==> src/sv/pdrc_pkg.sv <==
`timescale 1ns / 1ps
`default_nettype none
// ----------------------------------------------------------------------------
// pdrc_pkg
// Shared constants, codes and types of the packet descriptor ring channel.
// ----------------------------------------------------------------------------
package pdrc_pkg;

	localparam int RING_DEPTH   = 16;
	localparam int BUFFER_BYTES = 4096;

	localparam int HEAD_W = (RING_DEPTH > 1) ? $clog2(RING_DEPTH) : 1;
	localparam int BPTR_W = $clog2(BUFFER_BYTES);
	localparam int FREE_W = BPTR_W + 1;

	localparam int CMD_W  = 2;
	localparam int LEN_W  = 13;
	localparam int OFFS_W = 12;
	localparam int STAT_W = 2;

	localparam logic [CMD_W-1:0] CMD_PUSH    = 2'd0;
	localparam logic [CMD_W-1:0] CMD_PULL    = 2'd1;
	localparam logic [CMD_W-1:0] CMD_ADVANCE = 2'd2;

	localparam logic [STAT_W-1:0] STAT_OK       = 2'd0;
	localparam logic [STAT_W-1:0] STAT_FULL     = 2'd1;
	localparam logic [STAT_W-1:0] STAT_EMPTY    = 2'd2;
	localparam logic [STAT_W-1:0] STAT_ZERO_LEN = 2'd3;

	typedef struct packed {
		logic [LEN_W-1:0]  length;
		logic              side;
		logic [OFFS_W-1:0] offset;
	} desc_t;

	typedef struct packed {
		logic capture;
		logic commit;
	} ctl_t;

	typedef struct packed {
		logic busy;
	} ctl_status_t;

endpackage
`default_nettype wire

==> src/sv/pdrc_if.sv <==
`timescale 1ns / 1ps
`default_nettype none
// ----------------------------------------------------------------------------
// pdrc_if
// Command and result channels with valid/ready handshake.
// ----------------------------------------------------------------------------
interface pdrc_req_if;
	import pdrc_pkg::*;

	logic              valid;
	logic              ready;
	logic [CMD_W-1:0]  command;
	logic [LEN_W-1:0]  packet_length;
	logic              packet_side;
	logic [OFFS_W-1:0] payload_offset;
	logic [OFFS_W-1:0] read_advance;

	modport source (output valid, command, packet_length, packet_side, payload_offset,
		read_advance, input ready);
	modport sink (input valid, command, packet_length, packet_side, payload_offset,
		read_advance, output ready);
endinterface

interface pdrc_rsp_if;
	import pdrc_pkg::*;

	logic              valid;
	logic              ready;
	logic [STAT_W-1:0] status;
	logic              desc_valid;
	logic [LEN_W-1:0]  desc_length;
	logic              desc_side;
	logic [OFFS_W-1:0] desc_offset;
	logic [OFFS_W-1:0] byte_read_offset;
	logic [LEN_W-1:0]  free_bytes;

	modport source (output valid, status, desc_valid, desc_length, desc_side, desc_offset,
		byte_read_offset, free_bytes, input ready);
	modport sink (input valid, status, desc_valid, desc_length, desc_side, desc_offset,
		byte_read_offset, free_bytes, output ready);
endinterface
`default_nettype wire

==> src/sv/pdrc_ctrl.sv <==
`timescale 1ns / 1ps
`default_nettype none
// ----------------------------------------------------------------------------
// pdrc_ctrl
// Sequencer: takes one command beat, executes it, holds the result beat.
// ----------------------------------------------------------------------------
module pdrc_ctrl (
	input  wire                   clk,
	input  wire                   arst_n,
	input  wire                   in_valid,
	output logic                  in_ready,
	output logic                  out_valid,
	input  wire                   out_ready,
	output pdrc_pkg::ctl_t        ctl
);
	import pdrc_pkg::*;

	localparam logic ST_IDLE = 1'b0;
	localparam logic ST_EXEC = 1'b1;

	logic state_q;
	logic state_d;
	logic out_valid_q;

	assign in_ready    = (state_q == ST_IDLE);
	assign ctl.capture = in_valid && in_ready;
	assign ctl.commit  = (state_q == ST_EXEC) && (!out_valid_q || out_ready);
	assign out_valid   = out_valid_q;

	always_comb begin
		state_d = state_q;
		case (state_q)
			ST_IDLE: begin
				if (ctl.capture) begin
					state_d = ST_EXEC;
				end
			end
			ST_EXEC: begin
				if (ctl.commit) begin
					state_d = ST_IDLE;
				end
			end
			default: state_d = ST_IDLE;
		endcase
	end

	always_ff @(posedge clk or negedge arst_n) begin
		if (!arst_n) begin
			state_q     <= ST_IDLE;
			out_valid_q <= 1'b0;
		end else begin
			state_q <= state_d;
			if (ctl.commit) begin
				out_valid_q <= 1'b1;
			end else if (out_ready) begin
				out_valid_q <= 1'b0;
			end
		end
	end
endmodule
`default_nettype wire

==> src/sv/pdrc_dp.sv <==
`timescale 1ns / 1ps
`default_nettype none
// ----------------------------------------------------------------------------
// pdrc_dp
// Descriptor store, slot valid bits, ring heads, byte pointers, result register.
// ----------------------------------------------------------------------------
module pdrc_dp (
	input  wire                          clk,
	input  wire                          arst_n,
	input  pdrc_pkg::ctl_t               ctl,
	input  wire [pdrc_pkg::CMD_W-1:0]    command,
	input  wire [pdrc_pkg::LEN_W-1:0]    packet_length,
	input  wire                          packet_side,
	input  wire [pdrc_pkg::OFFS_W-1:0]   payload_offset,
	input  wire [pdrc_pkg::OFFS_W-1:0]   read_advance,
	output logic [pdrc_pkg::STAT_W-1:0]  status,
	output logic                         desc_valid,
	output logic [pdrc_pkg::LEN_W-1:0]   desc_length,
	output logic                         desc_side,
	output logic [pdrc_pkg::OFFS_W-1:0]  desc_offset,
	output logic [pdrc_pkg::OFFS_W-1:0]  byte_read_offset,
	output logic [pdrc_pkg::LEN_W-1:0]   free_bytes
);
	import pdrc_pkg::*;

	desc_t mem [RING_DEPTH];
	logic [RING_DEPTH-1:0] slot_valid_q;
	logic [HEAD_W-1:0] wr_head_q;
	logic [HEAD_W-1:0] rd_head_q;
	logic [BPTR_W-1:0] wptr_q;
	logic [BPTR_W-1:0] rptr_q;

	logic [CMD_W-1:0]  cmd_s1;
	logic [LEN_W-1:0]  len_s1;
	logic              side_s1;
	logic [OFFS_W-1:0] offs_s1;
	logic [OFFS_W-1:0] adv_s1;
	desc_t             rd_desc_s1;

	logic              do_push;
	logic              do_pull;
	logic [STAT_W-1:0] status_d;
	logic [BPTR_W-1:0] wptr_d;
	logic [BPTR_W-1:0] rptr_d;
	logic [FREE_W-1:0] free_d;

	logic [STAT_W-1:0] status_q;
	logic              dvalid_q;
	desc_t             desc_q;
	logic [BPTR_W-1:0] rdoff_q;
	logic [FREE_W-1:0] free_q;

	function automatic logic [HEAD_W-1:0] head_inc(input logic [HEAD_W-1:0] h);
		if (h == HEAD_W'(RING_DEPTH - 1)) begin
			return '0;
		end
		return h + 1'b1;
	endfunction

	always_ff @(posedge clk) begin
		if (ctl.capture) begin
			cmd_s1     <= command;
			len_s1     <= packet_length;
			side_s1    <= packet_side;
			offs_s1    <= payload_offset;
			adv_s1     <= read_advance;
			rd_desc_s1 <= mem[rd_head_q];
		end
	end

	always_ff @(posedge clk) begin
		if (do_push) begin
			mem[wr_head_q] <= '{length: len_s1, side: side_s1, offset: offs_s1};
		end
	end

	always_comb begin
		do_push  = 1'b0;
		do_pull  = 1'b0;
		status_d = STAT_OK;
		wptr_d   = wptr_q;
		rptr_d   = rptr_q;
		case (cmd_s1)
			CMD_PUSH: begin
				if (len_s1 == '0) begin
					status_d = STAT_ZERO_LEN;
				end else if (slot_valid_q[wr_head_q]) begin
					status_d = STAT_FULL;
				end else begin
					do_push = ctl.commit;
					wptr_d  = wptr_q + len_s1[BPTR_W-1:0];
				end
			end
			CMD_PULL: begin
				if (slot_valid_q[rd_head_q]) begin
					do_pull = ctl.commit;
				end else begin
					status_d = STAT_EMPTY;
				end
			end
			CMD_ADVANCE: begin
				rptr_d = rptr_q + adv_s1[BPTR_W-1:0];
			end
			default: status_d = STAT_OK;
		endcase
		if (rptr_d <= wptr_d) begin
			free_d = FREE_W'(BUFFER_BYTES) - {1'b0, wptr_d};
		end else begin
			free_d = {1'b0, rptr_d} - {1'b0, wptr_d} - 1'b1;
		end
	end

	always_ff @(posedge clk or negedge arst_n) begin
		if (!arst_n) begin
			slot_valid_q <= '0;
			wr_head_q    <= '0;
			rd_head_q    <= '0;
			wptr_q       <= '0;
			rptr_q       <= '0;
		end else if (ctl.commit) begin
			wptr_q <= wptr_d;
			rptr_q <= rptr_d;
			if (do_push) begin
				slot_valid_q[wr_head_q] <= 1'b1;
				wr_head_q               <= head_inc(wr_head_q);
			end
			if (do_pull) begin
				slot_valid_q[rd_head_q] <= 1'b0;
				rd_head_q               <= head_inc(rd_head_q);
			end
		end
	end

	always_ff @(posedge clk) begin
		if (ctl.commit) begin
			status_q <= status_d;
			dvalid_q <= do_pull;
			desc_q   <= do_pull ? rd_desc_s1 : '0;
			rdoff_q  <= rptr_d;
			free_q   <= free_d;
		end
	end

	assign status           = status_q;
	assign desc_valid       = dvalid_q;
	assign desc_length      = desc_q.length;
	assign desc_side        = desc_q.side;
	assign desc_offset      = desc_q.offset;
	assign byte_read_offset = OFFS_W'(rdoff_q);
	assign free_bytes       = LEN_W'(free_q);
endmodule
`default_nettype wire

==> src/sv/packet_descriptor_ring_channel.sv <==
`timescale 1ns / 1ps
`default_nettype none
// ----------------------------------------------------------------------------
// packet_descriptor_ring_channel
// One channel of a packet hand-off engine: descriptor ring plus byte ring
// read and write pointers, driven by push, pull and advance commands.
// ----------------------------------------------------------------------------
// each command is captured, then executed; its result is registered at commit
// commit waits for a held result beat; no new command is taken until it is done
// a new command is taken while the previous result beat still waits
// reset clears slot valid bits, ring heads and byte pointers at once
// descriptor store has no reset, entries are read only after being written
module packet_descriptor_ring_channel (
	input  wire        clk,
	input  wire        arst_n,
	pdrc_req_if.sink   req,
	pdrc_rsp_if.source rsp
);
	import pdrc_pkg::*;

	ctl_t        ctl;

	pdrc_ctrl u_ctrl (
		.clk      (clk),
		.arst_n   (arst_n),
		.in_valid (req.valid),
		.in_ready (req.ready),
		.out_valid(rsp.valid),
		.out_ready(rsp.ready),
		.ctl      (ctl)
	);

	pdrc_dp u_dp (
		.clk             (clk),
		.arst_n          (arst_n),
		.ctl             (ctl),
		.command         (req.command),
		.packet_length   (req.packet_length),
		.packet_side     (req.packet_side),
		.payload_offset  (req.payload_offset),
		.read_advance    (req.read_advance),
		.status          (rsp.status),
		.desc_valid      (rsp.desc_valid),
		.desc_length     (rsp.desc_length),
		.desc_side       (rsp.desc_side),
		.desc_offset     (rsp.desc_offset),
		.byte_read_offset(rsp.byte_read_offset),
		.free_bytes      (rsp.free_bytes)
	);
endmodule
`default_nettype wire

==> src/flat_wrapper.sv <==
// flat-port wrapper written by rule: the top's interface ports become plain ports
module packet_descriptor_ring_channel_flat import pdrc_pkg::*;
  (clk, arst_n, req_valid, req_command, req_packet_length, req_packet_side, req_payload_offset, req_read_advance, req_ready, rsp_valid, rsp_status, rsp_desc_valid, rsp_desc_length, rsp_desc_side, rsp_desc_offset, rsp_byte_read_offset, rsp_free_bytes, rsp_ready);
  pdrc_req_if req_i ();
  pdrc_rsp_if rsp_i ();
  input  wire clk;
  input  wire arst_n;
  input wire logic [$bits(req_i.valid)-1:0] req_valid;
  input wire logic [$bits(req_i.command)-1:0] req_command;
  input wire logic [$bits(req_i.packet_length)-1:0] req_packet_length;
  input wire logic [$bits(req_i.packet_side)-1:0] req_packet_side;
  input wire logic [$bits(req_i.payload_offset)-1:0] req_payload_offset;
  input wire logic [$bits(req_i.read_advance)-1:0] req_read_advance;
  output wire logic [$bits(req_i.ready)-1:0] req_ready;
  output wire logic [$bits(rsp_i.valid)-1:0] rsp_valid;
  output wire logic [$bits(rsp_i.status)-1:0] rsp_status;
  output wire logic [$bits(rsp_i.desc_valid)-1:0] rsp_desc_valid;
  output wire logic [$bits(rsp_i.desc_length)-1:0] rsp_desc_length;
  output wire logic [$bits(rsp_i.desc_side)-1:0] rsp_desc_side;
  output wire logic [$bits(rsp_i.desc_offset)-1:0] rsp_desc_offset;
  output wire logic [$bits(rsp_i.byte_read_offset)-1:0] rsp_byte_read_offset;
  output wire logic [$bits(rsp_i.free_bytes)-1:0] rsp_free_bytes;
  input wire logic [$bits(rsp_i.ready)-1:0] rsp_ready;
  assign req_i.valid = req_valid;
  assign req_i.command = req_command;
  assign req_i.packet_length = req_packet_length;
  assign req_i.packet_side = req_packet_side;
  assign req_i.payload_offset = req_payload_offset;
  assign req_i.read_advance = req_read_advance;
  assign req_ready = req_i.ready;
  assign rsp_valid = rsp_i.valid;
  assign rsp_status = rsp_i.status;
  assign rsp_desc_valid = rsp_i.desc_valid;
  assign rsp_desc_length = rsp_i.desc_length;
  assign rsp_desc_side = rsp_i.desc_side;
  assign rsp_desc_offset = rsp_i.desc_offset;
  assign rsp_byte_read_offset = rsp_i.byte_read_offset;
  assign rsp_free_bytes = rsp_i.free_bytes;
  assign rsp_i.ready = rsp_ready;
  packet_descriptor_ring_channel u_core (.clk(clk), .arst_n(arst_n), .req(req_i), .rsp(rsp_i));
endmodule
==> config.mk <==
export PLATFORM = sky130hd
export DESIGN_NAME = packet_descriptor_ring_channel_flat
export DESIGN_NICKNAME = d
export VERILOG_FILES = /design/src/sv/pdrc_pkg.sv /design/src/sv/pdrc_if.sv /design/src/sv/pdrc_ctrl.sv /design/src/sv/pdrc_dp.sv /design/src/sv/packet_descriptor_ring_channel.sv /design/src/flat_wrapper.sv
export SDC_FILE = /design/constraint.sdc
export NUM_CORES = 1
export LEC_CHECK = 0
export BUFFER_PORTS_ARGS = -buffer_cell sky130_fd_sc_hd__clkbuf_2
export CORE_MARGIN = 3
export CORE_UTILIZATION = 55
export DETAILED_ROUTE_END_ITERATION = 6
export GPL_TIMING_DRIVEN = 1
export PLACE_DENSITY = 0.78
export SLEW_MARGIN = 20
export SYNTH_ARGS = -nofsm -noshare
export SYNTH_HDL_FRONTEND = slang
export SYNTH_SLANG_ARGS = --single-unit
==> constraint.sdc <==
create_clock -name clk -period 4.55 [get_ports clk]
set_input_delay 1.1375 -clock clk [delete_from_list [all_inputs] [get_ports clk]]
set_output_delay 1.1375 -clock clk [all_outputs]
set_load 0.01 [all_outputs]
# After elaboration in Yosys (flattened, before gate mapping)
# Memory sizes are Yosys's and may differ from the RTL's. A register that Yosys moved wholly into a read port is not among the register bits.
# Cells that the tools add are included.
[op_classes]
div_mod_pow = 0
mul = 0
shift = 0
n_eq_ne = 4
n_lt_le_gt_ge = 5
bitwise = 4
n_mux = 42
addsub = 7
reduce_logical = 11
[ops]
columns = ["cell", "count"]
rows = [
  ["two-way mux 12 bit", 4],
  ["two-way mux 16 bit", 3],
  ["adder 12 bit", 2],
  ["two-way mux 1 bit", 22],
  ["bitwise AND 16 bit", 1],
  ["two-way mux 4 bit", 4],
  ["NOT 16 bit", 1],
  ["OR 16 bit", 1],
  ["zero test 13 bit", 1],
  ["two-way mux 13 bit", 1],
  ["subtractor 12 x 12 -> 13 bit", 1],
  ["subtractor 13 x 1 -> 13 bit, second input constant", 1],
  ["subtractor 13 x 12 -> 13 bit, first input constant", 1],
  ["less-or-equal comparator 12 bit", 1],
  ["less-than comparator 4 x 5 -> 1 bit, second input constant", 2],
  ["adder 4 x 1 -> 4 bit, second input constant", 2],
  ["binary-select mux 1 bit (select 4 bit)", 2],
  ["demux 1 bit (select 4 bit)", 2],
  ["== test 4 bit, second input constant", 2],
  [">= comparator 4 x 1 -> 1 bit, second input constant", 2],
  ["logical AND 1 bit", 4],
  ["two-way mux 2 bit", 2],
  ["case mux 2 bit (2 select lines)", 1],
  ["AND reduction 2 bit", 2],
  ["other kinds (8)", 8],
]
[word_totals]
input_bits = 44
reg_bits = 144
mem_bits_ro = 0
n_memories = 1
latch_bits = 0
mem_bits_rw = 416
[mem_list]
columns = ["memory", "depth", "word_bits", "rd", "rd_ports_with_merged_regs", "wr", "line", "rtl"]
rows = [
  ["u_core.u_dp.mem", 16, 26, 1, 1, 1, "pdrc_dp.sv:26", "desc_t mem [RING_DEPTH];"],
]

# Depth between registers and ports, before layout
# Gate-level depths: netlist (run 1).
[depth]
depth_word = 10
depth_mapped = 19

# Modules after synthesis
# Synthesis (run 1) repeated with hierarchy kept, for this count alone.
[unflattened]
hier_cells = 1287
hier_area_um2 = 24098.1
[by_module_without_submodules]
columns = ["module", "area_each_um2", "cells_per_inst", "seq_area_each_um2", "n_inst"]
rows = [
  ["pdrc_dp", 24004.3, 1279, 17296.6, 1],
  ["pdrc_ctrl", 93.8, 8, 50.0, 1],
]

# Worst setup path before layout (run 1)
# No wires, ideal clock.
[synth_path]
path_kind = "input port to flip-flop"
startpoint = "input port req_valid"
endpoint = "register u_core.u_dp.adv_s1[0] (enable)"
n_path_buf = 0
required_time_ns = 4.051
cell_stages = 1
arrival_ns = 4.059
path_slack_ns = -0.009
path_cell_list = "nor2b_1"
[synth_between]
elab_chain_len = 1
[synth_lines]
columns = ["item", "line", "rtl"]
rows = [
  ["from (decl)", "flat_wrapper.sv:8", "input wire logic [$bits(req_i.valid)-1:0] req_valid;"],
  ["logical AND 1 bit", "pdrc_ctrl.sv:26", "assign ctl.capture = in_valid && in_ready;"],
  ["to (signal assigned)", "pdrc_dp.sv:66", "adv_s1 <= read_advance;"],
  ["to (decl)", "pdrc_dp.sv:37", "logic [OFFS_W-1:0] adv_s1;"],
]
# Every way passes these cells.
# A chain may end at the register's enable or synchronous reset.

# Worst setup path in the final report (run 1)
[layout_path]
startpoint = "register u_core.u_dp.wr_head_q[0]"
endpoint = "register u_core.u_dp.free_q[10], in the netlist u_core.u_dp.free_bytes[10] (data pin)"
[layout_between]
elab_chain_len = 8
[layout_lines]
columns = ["item", "line", "rtl"]
rows = [
  ["from (decl)", "pdrc_dp.sv:28", "logic [HEAD_W-1:0] wr_head_q;"],
  ["from (signal assigned)", "pdrc_dp.sv:125", "wr_head_q <= head_inc(wr_head_q);"],
  ["binary-select mux 1 bit (select 4 bit) *", "pdrc_dp.sv:87", "end else if (slot_valid_q[wr_head_q]) begin"],
  ["two-way mux 1 bit (not written as such) *", "pdrc_dp.sv:87", ""],
  ["two-way mux 12 bit *", "pdrc_dp.sv:87", ""],
  ["two-way mux 12 bit *", "pdrc_dp.sv:85", "if (len_s1 == '0) begin"],
  ["two-way mux 12 bit *", "pdrc_dp.sv:83", "case (cmd_s1)"],
  ["via u_core.u_dp.wptr_d[0]", "pdrc_dp.sv:43", "logic [BPTR_W-1:0] wptr_d;"],
  ["subtractor 12 x 12 -> 13 bit", "pdrc_dp.sv:109", "free_d = {1'b0, rptr_d} - {1'b0, wptr_d} - 1'b1;"],
  ["subtractor 13 x 1 -> 13 bit", "pdrc_dp.sv:109", ""],
  ["two-way mux 13 bit *", "pdrc_dp.sv:106", "if (rptr_d <= wptr_d) begin"],
  ["via u_core.u_dp.free_d[10]", "pdrc_dp.sv:45", "logic [FREE_W-1:0] free_d;"],
  ["to (signal assigned)", "pdrc_dp.sv:140", "free_q <= free_d;"],
  ["to (decl)", "pdrc_dp.sv:51", "logic [FREE_W-1:0] free_q;"],
]
# Mark *: on every way through the listed nets, which the timed path passes. The rest lies on a longest branch. The select of a mux whose other input is x is not followed.

==> results of run 1 <==
## routing by layer
layer	vias up	track usage, %
li1	5393	-
met1	6443	33.34
met2	545	36.51
met3	83	3.630
met4	0	6.698
met5	-	0
## report_power, final
group          total (mW)  internal [mW]  switching, mW
Combinational        5.51           2.64           2.87
Clock                4.77           2.79           1.98
Sequential           7.07           6.60          0.475
Total                17.4           12.0           5.33
## sequential cells by signal, indices dropped and copies added, names as in the netlist, 13 cells and up
| register | flops |
|---|---|
| u_core.u_dp.free_bytes | 13 |
| u_core.u_dp.mem | 416 |
| u_core.u_dp.slot_valid_q | 16 |
| u_core.u_dp.rd_desc_s1 | 26 |
| u_core.u_dp.desc_length | 13 |
| u_core.u_dp.len_s1 | 13 |
## synth_stat cells, types with 3 or more instances
master       n
mux2i_1     14
mux4_2     136
mux2_2      19
dfrtp_1     50
nand2_1     60
buf_2        5
a2bb2oi_1   16
nor4_1       4
or2_2        3
xor2_1      19
inv_1       30
and2_1      30
nor2b_1      9
nor3b_1      4
o21ai_0     33
a31oi_1      5
clkbuf_1    30
a211oi_1     3
o31ai_1      5
o211ai_1     5
a21o_1      14
or3_1        4
mux4_1       3
nand3_1     12
o21bai_1     3
xnor2_1     18
nor2_1      33
buf_1        8
nor3_1      13
ha_1        44
a21oi_1     25
a221oi_1     3
nand4_1      5
edfxtp_1   536
fa_1         3
buf_6        3
nand2b_1     6
## critical path, cell delays in order (launching register included)
cell and delay [ns]:
dfrtp_1 0.56, mux4_2 0.59, a211oi_2 0.33, nand4b_4 0.33, mux2_2 0.37, inv_1 0.06, ha_1 0.21, inv_1 0.08
fa_1 0.21, nor2b_1 0.05, o21ai_0 0.25, a21oi_1 0.12, or2_2 0.30, a21o_1 0.18, a21oi_1 0.17, xor2_1 0.15
mux2i_1 0.08
## cell families after synthesis
logic type,after synthesis,synth area share [%]
buf+inv,78,1.353
compound gates,131,3.743
mux,172,14.54
flops,586,72.16
simple gates,198,4.310
fa+ha+maj,47,2.540
xor+xnor,37,1.348
## per-stage QoR
stage               TNS (ns)  utilization, %  cell area (sq um)
CTS                        0           64.75              27580
floorplan                  0               -              24040
global route        -0.01876           64.89              27640
global placement           0           60.26              25670
detailed placement         0           60.26              25670
finish                     0           64.89              27640
## final cells by class
| cell class | count | share of cell area, % |
|---|---|---|
| repair buffers | 153 | 3.725 |
| flip-flops and latches | 586 | 62.78 |
| well taps | 577 | 2.612 |
| clock buffers | 76 | 5.567 |
| inverters | 31 | 0.4209 |
| clock inverters | 32 | 1.344 |
| diodes | 1 | 0.009052 |
| multi-input cells | 585 | 23.54 |
## layout by cell type (no fill, tap or decap), types with 19 or more instances in the layout
cell type / instances
a21oi_1: 24
clkbuf_16: 58
ha_1: 44
inv_1: 30
clkbuf_2: 99
dfrtp_1: 47
buf_4: 43
mux4_2: 136
nor2_1: 21
edfxtp_1: 536
o21ai_0: 31
xor2_1: 19
nand2_1: 60
and2_1: 30
mux2_2: 19
## worst min path at each step
stage                                                   from                                 end  slack (ns)  depth (start not counted)
after floorplan           u_core.u_dp.rptr_q[11]$_DFFE_PN0P_  u_core.u_dp.rptr_q[11]$_DFFE_PN0P_        0.46                          1
after global placement    u_core.u_dp.rptr_q[11]$_DFFE_PN0P_  u_core.u_dp.rptr_q[11]$_DFFE_PN0P_        0.48                          1
after detailed placement  u_core.u_dp.wptr_q[11]$_DFFE_PN0P_  u_core.u_dp.wptr_q[11]$_DFFE_PN0P_        0.48                          1
after CTS                 u_core.u_dp.wptr_q[11]$_DFFE_PN0P_  u_core.u_dp.wptr_q[11]$_DFFE_PN0P_        0.50                          1
after global routing      u_core.u_dp.wptr_q[11]$_DFFE_PN0P_  u_core.u_dp.wptr_q[11]$_DFFE_PN0P_        0.51                          1
final                     u_core.u_dp.wptr_q[11]$_DFFE_PN0P_  u_core.u_dp.wptr_q[11]$_DFFE_PN0P_        0.49                          1
## repair_timing
action	4_1_cts	5_1_grt
endpoints found under the setup margin	0	13
resized for setup	0	10
setup buffers	0	4
==> flow_summary.ini, run 1 <==
[layout]
final_net_count = 1506
multiInputGateArea_sq_um = 6507
final_cells = 2041
area_growth_pct = 15.00
fill_cells = 2837
final_layout_size_suffix_gt1_share_pct = 29.46
regArea_sq_um = 17360

[clocking]
htreeDepth = 2
cts_buffers = 58
cts_hold_buf = 0
cts_root_buf = clkbuf_16
clk_pin_slew_ns = 0.07
cts_tree = done
cts_sinks = 586
cts_buffer_depth = 3
worstSkewPairLatency_ns = 0.63

[drt]
ant_nets = 0
drt_iter0_drc = 1306
viasPerCell = 6.107
drcViolationCount = 0
wl_met1_um = 21790
top_layer = met4
dr_wl_met3_um = 3730
wl_per_cell_um = 25.66
drt_wl_total_um = 52380
first_pass_iters = 7
wl_met2_um = 25550
vias = 12460

[floorplan]
core_area_sq_um = 42600
dieArea_sq_um = 46250
dieWidth_um = 215.1
fp.dieH_um = 215.1
pin_count = 100
start_util_pct = 56.42
rows = 75

[sta]
worst_pin_slew_ns = 1.088
fin_skew_ns = 0.02890
hold_viol_final = 0
min_period_over_period_pct = 94.67
fin_crit_ns = 4.308
fmax_mhz = 232.1
timing.final.max_slew_violations = 0
worst_slack_ns = 0.2424
rsz0062_at_grt = yes
slew_headroom_pct = 27.46
setup_viol = 0
whs_ns = 0.4887

[critical_path]
crit_start = u_core.u_dp.wr_head_q[0]$_DFFE_PN0P_
r2r-start = u_core.u_dp.wr_head_q[0]$_DFFE_PN0P_
cp_data_arrival_time_ns = 4.67
endpoint_kind = register
reg2reg_slack_ns = 0.24
rr_worst_depth = 16
crit_end = u_core.u_dp.free_bytes[10]$_DFFE_PP_
path_max_fanout = 15
r2r_end = u_core.u_dp.free_bytes[10]$_DFFE_PP_
crit_type = register to register
start_kind = register
required_ns = 4.92

[logic_synthesis]
yosys.area.top_type = edfxtp_1
yosys_warnings = 0
synth_seq_cells = 586
synth_nets = 1340
netlist_area_sq_um = 24040
synth_top_area_share_pct = 66.96
synth.distinct_cells = 66
synth_edf_count = 536
synthArstFlopShare_pct = 8.532
ys.flop_type = edfxtp_1
yosysSeqAreaShare_pct = 72.16
syn_avg_cell_area_sq_um = 19.25
synth_area_leaders = edfxtp_1 (67%), mux4_2 (13%), dfrtp_1 (5.2%), ha_1 (2.3%), nand2_1 (0.94%)
synth_cells = 1249

[global_route]
overflow = 0
grt_max_degree = 89
grt_pass1_vias = 12690
grt.total_usage_pct = 22.86
grt_first_pass_wirelength_um = 79410
grt_antenna_before_repair = 1

[pwr]
ir_worst_vdd_mv = 0.4799
power_mw = 17.36
power.density_nw_per_um2 = 628.0
power.leakage_nw = 9.594

[job]
maxCapViolations = 0

[place]
post-place-ws_ns = 0.2082
gp_congestion = 0.8892
dp.cells = 1928
dp_hpwl_um = 30330
io_buffers = 99

[min_path]
hold_path.class = register to register

[status]
outcome = finished, final reports clean
Power figures use the tool's default switching activity.
==> run 2: changes to the inputs <==
Settings changed: CORE_UTILIZATION 55 to 45, PLACE_DENSITY 0.78 to 0.67.
==> run 2 against run 1 <==
- wire length is 0.95% higher
- cell count is 6.0% higher
- first-iteration DRC count shrank 15%
- non-clock buffer count grew 12
- clock power barely moved
- hold slack worse by 0.00093 ns
- critical path depth fell by 1
- via count decreased by 0.32%
- clock skew grew 0.0015 ns
- global-route usage shrank 3.8 points
- flip-flop and latch count stayed put
- clock-buffer cell count increased by 3
- critical path type unchanged
==> flow_summary.ini, run 2 (synthesis results as in run 1) <==
[status]
outcome = finished, final reports clean

[critical_path]
path_max_fanout = 5
crit_type = register to register
r2r-start = u_core.u_dp.rptr_q[1]$_DFFE_PN0P_
required_ns = 5.02
r2r_end = u_core.u_dp.free_bytes[12]$_DFFE_PP_
reg2reg_slack_ns = 0.31
cp_data_arrival_time_ns = 4.72
rr_worst_depth = 15
endpoint_kind = register
start_kind = register

[floorplan]
dieArea_sq_um = 56230
pin_count = 100
start_util_pct = 45.65
dieWidth_um = 237.1
rows = 84
core_area_sq_um = 52660
fp.dieH_um = 237.1

[sta]
setup_viol = 0
timing.final.max_slew_violations = 0
hold_viol_final = 0
finalSetupTns_ns = 0
rsz0062_at_grt = no
slew_headroom_pct = 31.93
fin_crit_ns = 4.244
fin_skew_ns = 0.03038
min_period_over_period_pct = 93.27
fmax_mhz = 235.6
worst_pin_slew_ns = 1.019

[clocking]
cts_root_buf = clkbuf_16
htreeDepth = 2
cts_buffer_depth = 3
cts_buffers = 59
cts_tree = done
clk_pin_slew_ns = 0.06
cts_sinks = 586
worstSkewPairLatency_ns = 0.63
cts_hold_buf = 0

[job]
maxCapViolations = 0

[layout]
antennaDiodeCount = 0
area_growth_pct = 16.26
final_layout_size_suffix_gt1_share_pct = 29.90
largest_reg_flops = 416
fill_cells = 4038
top_regs = u_core.u_dp.mem (416), u_core.u_dp.rd_desc_s1 (26), u_core.u_dp.slot_valid_q (16)
layout_commonest_cell = edfxtp_1
utilization_pct = 53.07
largest_register = u_core.u_dp.mem
final_cell_mix = edfxtp_1 (536), mux4_2 (136), clkbuf_2 (98)
final_net_count = 1520

[drt]
wl_per_cell_um = 24.44
drt_iter0_drc = 1114
ant_nets = 0
drt_wl_total_um = 52870
first_pass_iters = 4
drcViolationCount = 0
vias = 12420
viasPerCell = 5.744

[global_route]
grt_antenna_before_repair = 0
grt_max_degree = 109
grt_first_pass_wirelength_um = 80520
grt_pass1_vias = 13000
overflow = 0
grt.total_usage_pct = 19.04

[place]
dp_hpwl_um = 31420
gp_congestion = 0.8829
io_buffers = 99

[pwr]
power.density_nw_per_um2 = 623.7
power.leakage_nw = 9.671
intPower_mw = 12.07
p_seq_share_pct = 40.4
power.switching_mw = 5.362
swShare_pct = 30.76
pwr-share-clk_pct = 27.2
combPwrFrac_pct = 32.4
ir_worst_vdd_mv = 0.3900

[min_path]
hold_depth = 1
hold_start = u_core.u_dp.wptr_q[11]$_DFFE_PN0P_
hold_path.class = register to register
min_to = u_core.u_dp.wptr_q[11]$_DFFE_PN0P_
-- run 2: what timing repair did --
action | CTS | global route
buffers inserted | 0 | 1
endpoints found under the setup margin | 0 | 13
resized for setup | 0 | 9
hold endpoints to repair | 0 | 0
-- run 2: worst max-delay path, cell delays in order, from the launching register on --
cell      delay (ns)
dfrtp_1         0.40
ha_1            0.29
a21o_1          0.15
a21oi_1         0.25
o21ai_0         0.15
a31oi_1         0.34
o21ai_0         0.18
xnor2_1         0.15
o21ai_0         0.44
ha_1            0.40
a21o_1          0.21
a21o_1          0.20
a221oi_4        0.33
a21oi_4         0.14
nor4b_2         0.31
a32o_1          0.16
-- run 2: worst max path at each step --
stage                                               startpoint                                    to  slack (ns)  depth (start not counted)
after CTS                 u_core.u_dp.wr_head_q[0]$_DFFE_PN0P_   u_core.u_dp.free_bytes[3]$_DFFE_PP_        0.14                         12
after detailed placement     u_core.u_dp.rptr_q[1]$_DFFE_PN0P_   u_core.u_dp.free_bytes[3]$_DFFE_PP_        0.14                         16
final                        u_core.u_dp.rptr_q[1]$_DFFE_PN0P_  u_core.u_dp.free_bytes[12]$_DFFE_PP_        0.31                         15
after global placement       u_core.u_dp.rptr_q[0]$_DFFE_PN0P_   u_core.u_dp.free_bytes[0]$_DFFE_PP_        0.26                         17
after global routing         u_core.u_dp.rptr_q[0]$_DFFE_PN0P_   u_core.u_dp.free_bytes[0]$_DFFE_PP_        0.02                         17
after floorplan           u_core.u_dp.wr_head_q[0]$_DFFE_PN0P_       u_core.u_dp.mem[0][0]$_DFFE_PP_        0.30                          8
-- run 2: final cells by class --
cell class	count	area, sq um	share of cell area (%)
Tap cell	688	860.8	3.080
Inverter	31	116.4	0.4164
Multi-Input combinational cell	586	6533	23.37
Sequential cell	586	17360	62.11
Clock buffer	79	1592	5.695
Timing Repair Buffer	165	1179	4.217
Clock inverter	28	310.3	1.110
-- run 2: stage by stage --
step                      power, mW  hold slack (ns)  instance area, sq um  setup slack [ns]  cells
after global placement        12.59           0.4784                 25990            0.2600   2054
after CTS                     17.47           0.4931                 27890            0.1431   2161
after detailed placement      12.70           0.4804                 25990            0.1416   2054
after floorplan               11.16           0.4636                 24040            0.2972   1249
final                         17.43           0.4878                 27950            0.3062   2163
after global routing          18.36           0.5206                 27950           0.02159   2163
-- run 2: per-layer routing --
layer / vias to the layer above / GRT usage [%] / share of wire [%]
met5: - / 0 / 0
met2: 366 / 32.36 / 50
li1: 5425 / - / -
met3: 104 / 3.180 / 4.9
met1: 6529 / 25.73 / 42
met4: 0 / 5.076 / 2.6
-- run 2: power by group through the flow --
stage	Clock, mW	Combinational, mW	Sequential, mW
2_1_floorplan	0	4.16	7.00
3_3_place_gp	0	5.46	7.14
3_5_place_dp	0	5.55	7.15
4_1_cts	4.85	5.58	7.04
5_1_grt	5.07	6.18	7.11
6_report	4.74	5.65	7.04
==> run 3: changes to the inputs <==
--- a/config.mk
+++ b/config.mk
@@ -8,7 +8,7 @@
 export BUFFER_PORTS_ARGS = -buffer_cell sky130_fd_sc_hd__clkbuf_2
-export CORE_MARGIN = 3
-export CORE_UTILIZATION = 45
+export CORE_MARGIN = 5
+export CORE_UTILIZATION = 30
 export DETAILED_ROUTE_END_ITERATION = 6
 export GPL_TIMING_DRIVEN = 1
-export PLACE_DENSITY = 0.67
+export PLACE_DENSITY = 0.49
 export SLEW_MARGIN = 20
==> constraint.sdc (replaced) <==
create_clock -name clk -period 4.55 [get_ports clk]
set_input_delay 0.2275 -clock clk [delete_from_list [all_inputs] [get_ports clk]]
set_output_delay 0.2275 -clock clk [all_outputs]
set_load 0.01 [all_outputs]
==> run 3 against run 2 <==
- hold slack got worse by 0.38 ns
- critical path type unchanged
- largest power group unchanged
- largest cell class unchanged
- clock skew shrank 0.00055 ns
- wire length is 10% higher
- global-route usage decreased by 5.6 points
- via count is 1.2% lower
- final area grew 3.4%
==> flow_summary.ini, run 3 (synthesis results as in run 1) <==
[sta]
fin_crit_ns = 4.355
slew_headroom_pct = 37.04
min_period_over_period_pct = 95.72
hold_viol_final = 0
setup_viol = 0
worst_pin_slew_ns = 0.9444
fin_skew_ns = 0.02984
fmax_mhz = 229.6
timing.final.max_slew_violations = 0

[layout]
antennaDiodeCount = 0
final_net_count = 1567
final_layout_size_suffix_gt1_share_pct = 29.49
area_growth_pct = 20.24
largest_register = u_core.u_dp.mem
top_regs = u_core.u_dp.mem (416), u_core.u_dp.rd_desc_s1 (26), u_core.u_dp.slot_valid_q (16)
final_cell_mix = edfxtp_1 (536), mux4_2 (136), clkbuf_2 (99)
final_cells = 2576
largest_reg_flops = 416
utilization_pct = 36.47
layout_commonest_cell = edfxtp_1

[floorplan]
dieArea_sq_um = 85890
core_area_sq_um = 79260
pin_count = 100
dieWidth_um = 293.1
fp.dieH_um = 293.1
rows = 103
start_util_pct = 30.33

[critical_path]
path_max_fanout = 5
required_ns = 4.89
endpoint_kind = register
worst-path-buf-inv = 2
cp_common_cell = ha_1
crit_type = register to register
cp_data_arrival_time_ns = 4.69
start_kind = register
slowest_stage = edfxtp_1
path_cells = ha_1, a2111oi_0, o21ai_0, a31oi_1, o211ai_1, nand2_1, xor2_1, ha_1, nand4_1, inv_1, a221oi_4, a21oi_4, buf_4, a32o_1
cp_top_family = compound AO/OA/AOI/OAI gates
cpPeakStageDelay_ns = 0.52

[drt]
wl_per_cell_um = 22.67
drt_wl_total_um = 58400
viasPerCell = 4.765
drt_iter0_drc = 821
ant_nets = 0
vias = 12270
first_pass_iters = 5
drcViolationCount = 0

[pwr]
power.leakage_nw = 9.900
ir_worst_vdd_mv = 0.5010
power.density_nw_per_um2 = 623.8

[status]
outcome = finished, final reports clean

[global_route]
grt_max_degree = 103
grtUsageMet3_pct = 2.313
busiest_layer = met2
grtUsageMet1_pct = 18.11
overflow = 0
grt_antenna_before_repair = 1
grt_pass1_vias = 13040
use_met2_pct = 23.10
grt.total_usage_pct = 13.48
grt_first_pass_wirelength_um = 86750

[job]
maxCapViolations = 0

[clocking]
cts_buffers = 67
cts_buffer_depth = 3
cts_root_buf = clkbuf_16
worstSkewPairLatency_ns = 0.60
htreeDepth = 3
cts_sinks = 586
clk_pin_slew_ns = 0.06
cts_tree = done

[place]
dp_hpwl_um = 32680
dp.cells = 2413
gp_congestion = 0.8391
io_buffers = 99

[min_path]
hold_path.class = input pin to async pin
==> run 3: what timing repair did <==
item / CTS / global route
endpoints found under the setup margin: 0 / 13
hold buffers: 42 / 0
hold endpoints to repair: 56 / 0
resized for setup: 0 / 10
setup buffers: 0 / 1
==> run 3: cell type report <==
type / instances / area, sq um
sequential: 586 / 17360
inverter: 31 / 117.6
multi-input combinational: 586 / 6548
clock inverter: 38 / 357.8
tap: 1050 / 1314
clock buffer: 81 / 1770
fill: 7354 / 50350
timing repair buffer: 204 / 1439
==> run 3: worst paths after layout <==
path	start	end	cells after the start	slack (ns)
setup / recovery	u_core.u_dp.len_s1[6]$_DFFE_PP_	u_core.u_dp.free_bytes[12]$_DFFE_PP_	14	0.19
hold / removal	arst_n	u_core.u_dp.rptr_q[2]$_DFFE_PN0P_	2	0.11
setup reg to reg	u_core.u_dp.len_s1[6]$_DFFE_PP_	u_core.u_dp.free_bytes[12]$_DFFE_PP_	14	0.19
hold reg to reg	u_core.u_dp.rptr_q[11]$_DFFE_PN0P_	u_core.u_dp.rptr_q[11]$_DFFE_PN0P_	1	0.49
max in group asynchronous	arst_n	u_core.u_dp.rd_head_q[2]$_DFFE_PN0P_	3	3.53
min in group clk	req_valid	u_core.u_dp.adv_s1[1]$_DFFE_PP_	3	0.28
==> run 3: stage by stage <==
stage	total power [mW]	TNS [ns]	worst slack, ns	hold slack [ns]	area, sq um
floorplan	11.16	0	0.2972	-0.06809	24040
global placement	12.83	0	0.1577	0.1967	26290
detailed placement	12.86	0	0.1055	0.1940	26290
CTS	18.18	0	0.06909	0.09676	28840
global route	19.12	-0.2827	-0.07857	0.1210	28900
finish	18.03	0	0.1949	0.1073	28900
==> run 3: where the power goes <==
group          switching [mW]  leakage, nW  internal [mW]
sequential              0.437         5.51           6.60
combinational            3.02         3.35           2.77
clock                    2.18         1.03           3.03
total                    5.64         9.90           12.4
==> run 3: metal layers <==
| metal | share of wire [%] | vias to the layer above | wire length (um) |
|---|---|---|---|
| met2 | 50 | 244 | 29330 |
| met5 | 0 | - | 0 |
| met4 | 2.1 | 0 | 1227 |
| met1 | 44 | 6425 | 25730 |
| met3 | 3.6 | 76 | 2110 |
| li1 | - | 5529 | - |
